### src/rtl/core/twc_pkg.sv
`timescale 1ns / 1ps
`default_nettype none
// ----------------------------------------------------------------------------
// twc_pkg
// Shared types and constants of the two-way cache tag controller.
// ----------------------------------------------------------------------------
package twc_pkg;

    localparam int INDEX_BITS_MAX_DEF    = 12;
    localparam int PREDICTOR_ENTRIES_DEF = 4;

    // Tag kept at full address width: small offset plus index leaves up to 32 bits
    localparam int TAG_W   = 32;
    localparam int ADDR_W  = 32;
    localparam int CNT_W   = 32;
    localparam int PADDR_W = 4;
    localparam int PDATA_W = 32;

    // Configuration register indexes
    localparam logic [1:0] REG_ASSOC      = 2'd0;
    localparam logic [1:0] REG_CACHE_SIZE = 2'd1;
    localparam logic [1:0] REG_BLOCK      = 2'd2;
    localparam logic [1:0] REG_PREDICT    = 2'd3;

    // Configuration reset values
    localparam logic [1:0] ASSOC_RST      = 2'd2;
    localparam logic [4:0] CACHE_SIZE_RST = 5'd15;
    localparam logic [3:0] BLOCK_RST      = 4'd9;
    localparam logic [1:0] PREDICT_RST    = 2'd0;

    localparam logic [1:0] ASSOC_DIRECT = 2'd1;
    localparam logic       OP_STORE     = 1'b1;

    typedef struct packed {
        logic [1:0] assoc;
        logic [4:0] size_bits;
        logic [3:0] block_bits;
        logic [1:0] predict_bits;
    } cfg_t;

    // One set as stored in the set RAM
    typedef struct packed {
        logic             lru;
        logic             valid1;
        logic             dirty1;
        logic [TAG_W-1:0] tag1;
        logic             valid0;
        logic             dirty0;
        logic [TAG_W-1:0] tag0;
    } row_t;

    typedef struct packed {
        logic clear;
        logic accept;
        logic update;
    } cmd_t;

    typedef struct packed {
        logic clear_last;
    } sts_t;

endpackage : twc_pkg
`default_nettype wire

### src/rtl/core/twc_ctrl.sv
`timescale 1ns / 1ps
`default_nettype none
// ----------------------------------------------------------------------------
// twc_ctrl
// Controller: clearing pass after reset, then accept / lookup per word.
// ----------------------------------------------------------------------------
module twc_ctrl (
    input  wire logic         clk,
    input  wire logic         rst_n,
    input  wire logic         in_valid,
    output logic              in_ready,
    output logic              out_valid,
    input  wire logic         out_ready,
    input  wire twc_pkg::sts_t sts,
    output twc_pkg::cmd_t     cmd
);
    import twc_pkg::*;

    typedef enum logic [1:0] {
        ST_CLEAR,
        ST_IDLE,
        ST_LOOKUP
    } state_t;

    state_t state_reg, state_next;
    logic   out_valid_reg, out_valid_next;
    logic   out_free;

    assign out_free = !out_valid_reg || out_ready;

    always_comb
    begin
        state_next     = state_reg;
        out_valid_next = out_valid_reg && !out_ready;
        cmd            = '0;
        unique case (state_reg)
            ST_CLEAR:
            begin
                cmd.clear = 1'b1;
                if (sts.clear_last)
                begin
                    state_next = ST_IDLE;
                end
            end
            ST_IDLE:
            begin
                if (in_valid)
                begin
                    cmd.accept = 1'b1;
                    state_next = ST_LOOKUP;
                end
            end
            ST_LOOKUP:
            begin
                // hold the read set until the result register frees up
                if (out_free)
                begin
                    cmd.update     = 1'b1;
                    out_valid_next = 1'b1;
                    state_next     = ST_IDLE;
                end
            end
            default:
            begin
                state_next = ST_CLEAR;
            end
        endcase
    end

    always_ff @(posedge clk or negedge rst_n)
    begin
        if (!rst_n)
        begin
            state_reg     <= ST_CLEAR;
            out_valid_reg <= 1'b0;
        end
        else
        begin
            state_reg     <= state_next;
            out_valid_reg <= out_valid_next;
        end
    end

    assign in_ready  = (state_reg == ST_IDLE);
    assign out_valid = out_valid_reg;

endmodule : twc_ctrl
`default_nettype wire

### config.mk
export PLATFORM = sky130hd
export DESIGN_NAME = twc_ctrl
export DESIGN_NICKNAME = d
export VERILOG_FILES = /design/src/rtl/core/twc_pkg.sv /design/src/rtl/core/twc_ctrl.sv
export SDC_FILE = /design/constraint.sdc
export NUM_CORES = 1
export LEC_CHECK = 0
export BUFFER_PORTS_ARGS = -buffer_cell sky130_fd_sc_hd__buf_2
export CAP_MARGIN = 20
export CORE_AREA = 2 2 39 41
export DETAILED_ROUTE_END_ITERATION = 8
export DIE_AREA = 0 0 41 43
export PLACE_DENSITY = 0.42
export SLEW_MARGIN = 20
export SYNTH_ARGS = -nofsm -noshare
export SYNTH_HDL_FRONTEND = slang
export SYNTH_SLANG_ARGS = --single-unit
export TNS_END_PERCENT = 30
### constraint.sdc
create_clock -name clk -period 1.8 [get_ports clk]
set_input_delay 0.36 -clock clk [delete_from_list [all_inputs] [get_ports clk]]
set_output_delay 0.36 -clock clk [all_outputs]
set_load 0.05 [all_outputs]
==> results by group <==
Worst setup path
  • Crit start category: flop
  • Reg2Reg Setup Slack: 850 ps
  • CP Class: reg -> out
  • Reg2Reg Launch Point: state_reg[1]
  • Worst EP required: 1440 ps
  • Crit-path max FO: 5
  • Crit. End Element: primary output
  • Worst EP arrival: 1200 ps
  • Reg-to-reg critical path endpoint: state_reg[1]
  • R2r worst-path depth: 2

STA
  • Max frequency: 0.641 GHz
  • Final setup margin: 240 ps
  • Post-route clock period utilization: 86.7%
  • Max-slew headroom: 83.5%
  • Final slew viol count: 0
  • Fin Clk Skew: 1.29 ps
  • Setup TNS Final: 0 ps
  • Fin. Hold Viols: 0
  • Fin crit period: 1560 ps
  • Unrepaired setup endpoints after global routing: false
  • Worst Tran Pin Value: 250 ps
  • Setup violations, final: 0

Floorplanning
  • Die Y-Extent: 43 um
  • Std-Cell Rows: 14
  • Core area: 0.00138 sq mm
  • Initial Utilization: 11.0%
  • Die X: 41 um
  • Die ar.: 0.00176 sq mm
  • Total I/O pin count: 10

Clock network
  • Clk sinks: 3
  • Clock tree buffer depth: 2
  • Setup bufs post-CTS: 0
  • H-tree Lvls: 1
  • CTS root buf: clkbuf_4
  • CTS tree: yes
  • Clock Latency Late Sink: 230 ps
  • CTS clk-pin slew, worst paths: 40 ps
  • Inserted Clock Buffers: 3

Final layout
  • Nets: 36
  • Share of cells above drive strength 1: 43.3%
  • Most common cell after layout, fill and taps aside: buf_2
  • Fill count: 162
  • Max reg flops: 2
  • Synth-to-Final Area Change: 66.4%
  • Most frequent cells in the layout: buf_2, inv_1, clkbuf_4, dfrtp_1, nor2_1
  • Final Util: 18.4%
  • ANT cells: 0

Place
  • HPWL after DPL: 305 um
  • IO buf count: 9
  • Final GP Congestion: 0.643
  • Pre-CTS setup slack: 484 ps

GRT
  • Initial antenna violation count: 0
  • Total GRT Usage: 6.03%
  • Number of global-route vias before repair: 155
  • Global-route wire length before repair: 634 um
  • Largest net degree at the start of global routing: 8
  • Grt total ovfl: 0

Status
  • Outcome: finished, final reports clean

Logic synthesis
  • Syn avg cell area: 9.54 sq um
  • Mapped Nets: 21
  • Cells after Synth: 16
  • Ys Warns: 0
  • Register bit total from synthesis: 3
  • Seq/Total Area, Yosys: 49.2%
  • Mapped cell area: 153 sq um
  • Synth unique cells: 11

Detailed routing
  • DRT iter0 DRCs: 3
  • Routed len/inst: 8.70 um
  • Routed Antenna Nets: 0
  • Vias per std cell: 3.37
  • DR pass1 iterations: 2
  • Via Count: 155
  • DRC Markers: 0
  • Post-Route WL: 400 um

Hold path
  • WHS Endpoint: state_reg[0]
  • WHS Path Cells: 2
  • Hold Crit Class: in -> reg
  • HP Start: in_valid

Run
  • Max-cap violations: 0
-- worst max-delay path, stage by stage (launching register included) --
cell and delay (ps):
dfrtp_1 400, nand2b_1 180, a21oi_1 120, buf_2 270
-- synthesized netlist by cell type, drive strengths merged --
cell	n	share of area (%)
inv	3	7.4
o21bai	1	4.9
nand2b	1	4.1
a21oi	1	3.3
o32ai	1	5.7
and3b	2	12
nor2	2	4.9
o21ai	1	3.3
a21o	1	4.9
dfrtp	3	49
-- stage by stage --
stage          instances  area [sq um]  hold slack, ps
6_report              46           254             331
5_1_grt               46           254             338
4_1_cts               46           254             331
3_5_place_dp          41           218             160
3_3_place_gp          41           218             159
2_1_floorplan         16           153            64.4
-- kinds of logic (layout without fill, tap and decap cells) --
family	Yosys count	count (layout)	share of synthesized area [%]
DFF	3	3	49.2
and+or+nand+nor	5	5	21.3
AOI/OAI and AO/OA	5	5	22.1
buffers and inverters	3	17	7.38
-- how the worst max path moves through the flow --
stage / startpoint / to / cells past startpoint
after CTS: state_reg[0] / cmd[0] / 3
after floorplan: out_valid / cmd[0] / 1
after detailed placement: state_reg[0] / cmd[0] / 3
final: state_reg[0] / cmd[0] / 3
after global placement: state_reg[0] / cmd[0] / 3
after global routing: state_reg[1] / cmd[1] / 2
-- metal layers --
metal / GRT usage [%] / share of wire (%)
met4: 4.00 / 0
met1: 7.10 / 52
met3: 7.33 / 18
met2: 5.63 / 30
met5: 0 / 0
-- area by class of cell --
cell class / count / area, sq um / area share [%]
Tap cell: 16 / 20.0 / 7.88
Multi-Input combinational cell: 10 / 66.3 / 26.1
Timing Repair Buffer: 10 / 55.1 / 21.7
Sequential cell: 3 / 75.1 / 29.6
Clock buffer: 4 / 26.3 / 10.3
Inverter: 3 / 11.3 / 4.43
-- what timing repair did --
| item | 4_1_cts | 5_1_grt |
|---|---|---|
| endpoints found under the setup margin | 0 | 0 |
| hold buffers | 1 | 0 |
| hold endpoints to repair | 3 | 0 |
| resized for setup | 0 | 0 |
Power is left out: the tool's default activity adds up to more than one toggle a clock period on the data nets, which glitch-free logic cannot reach.
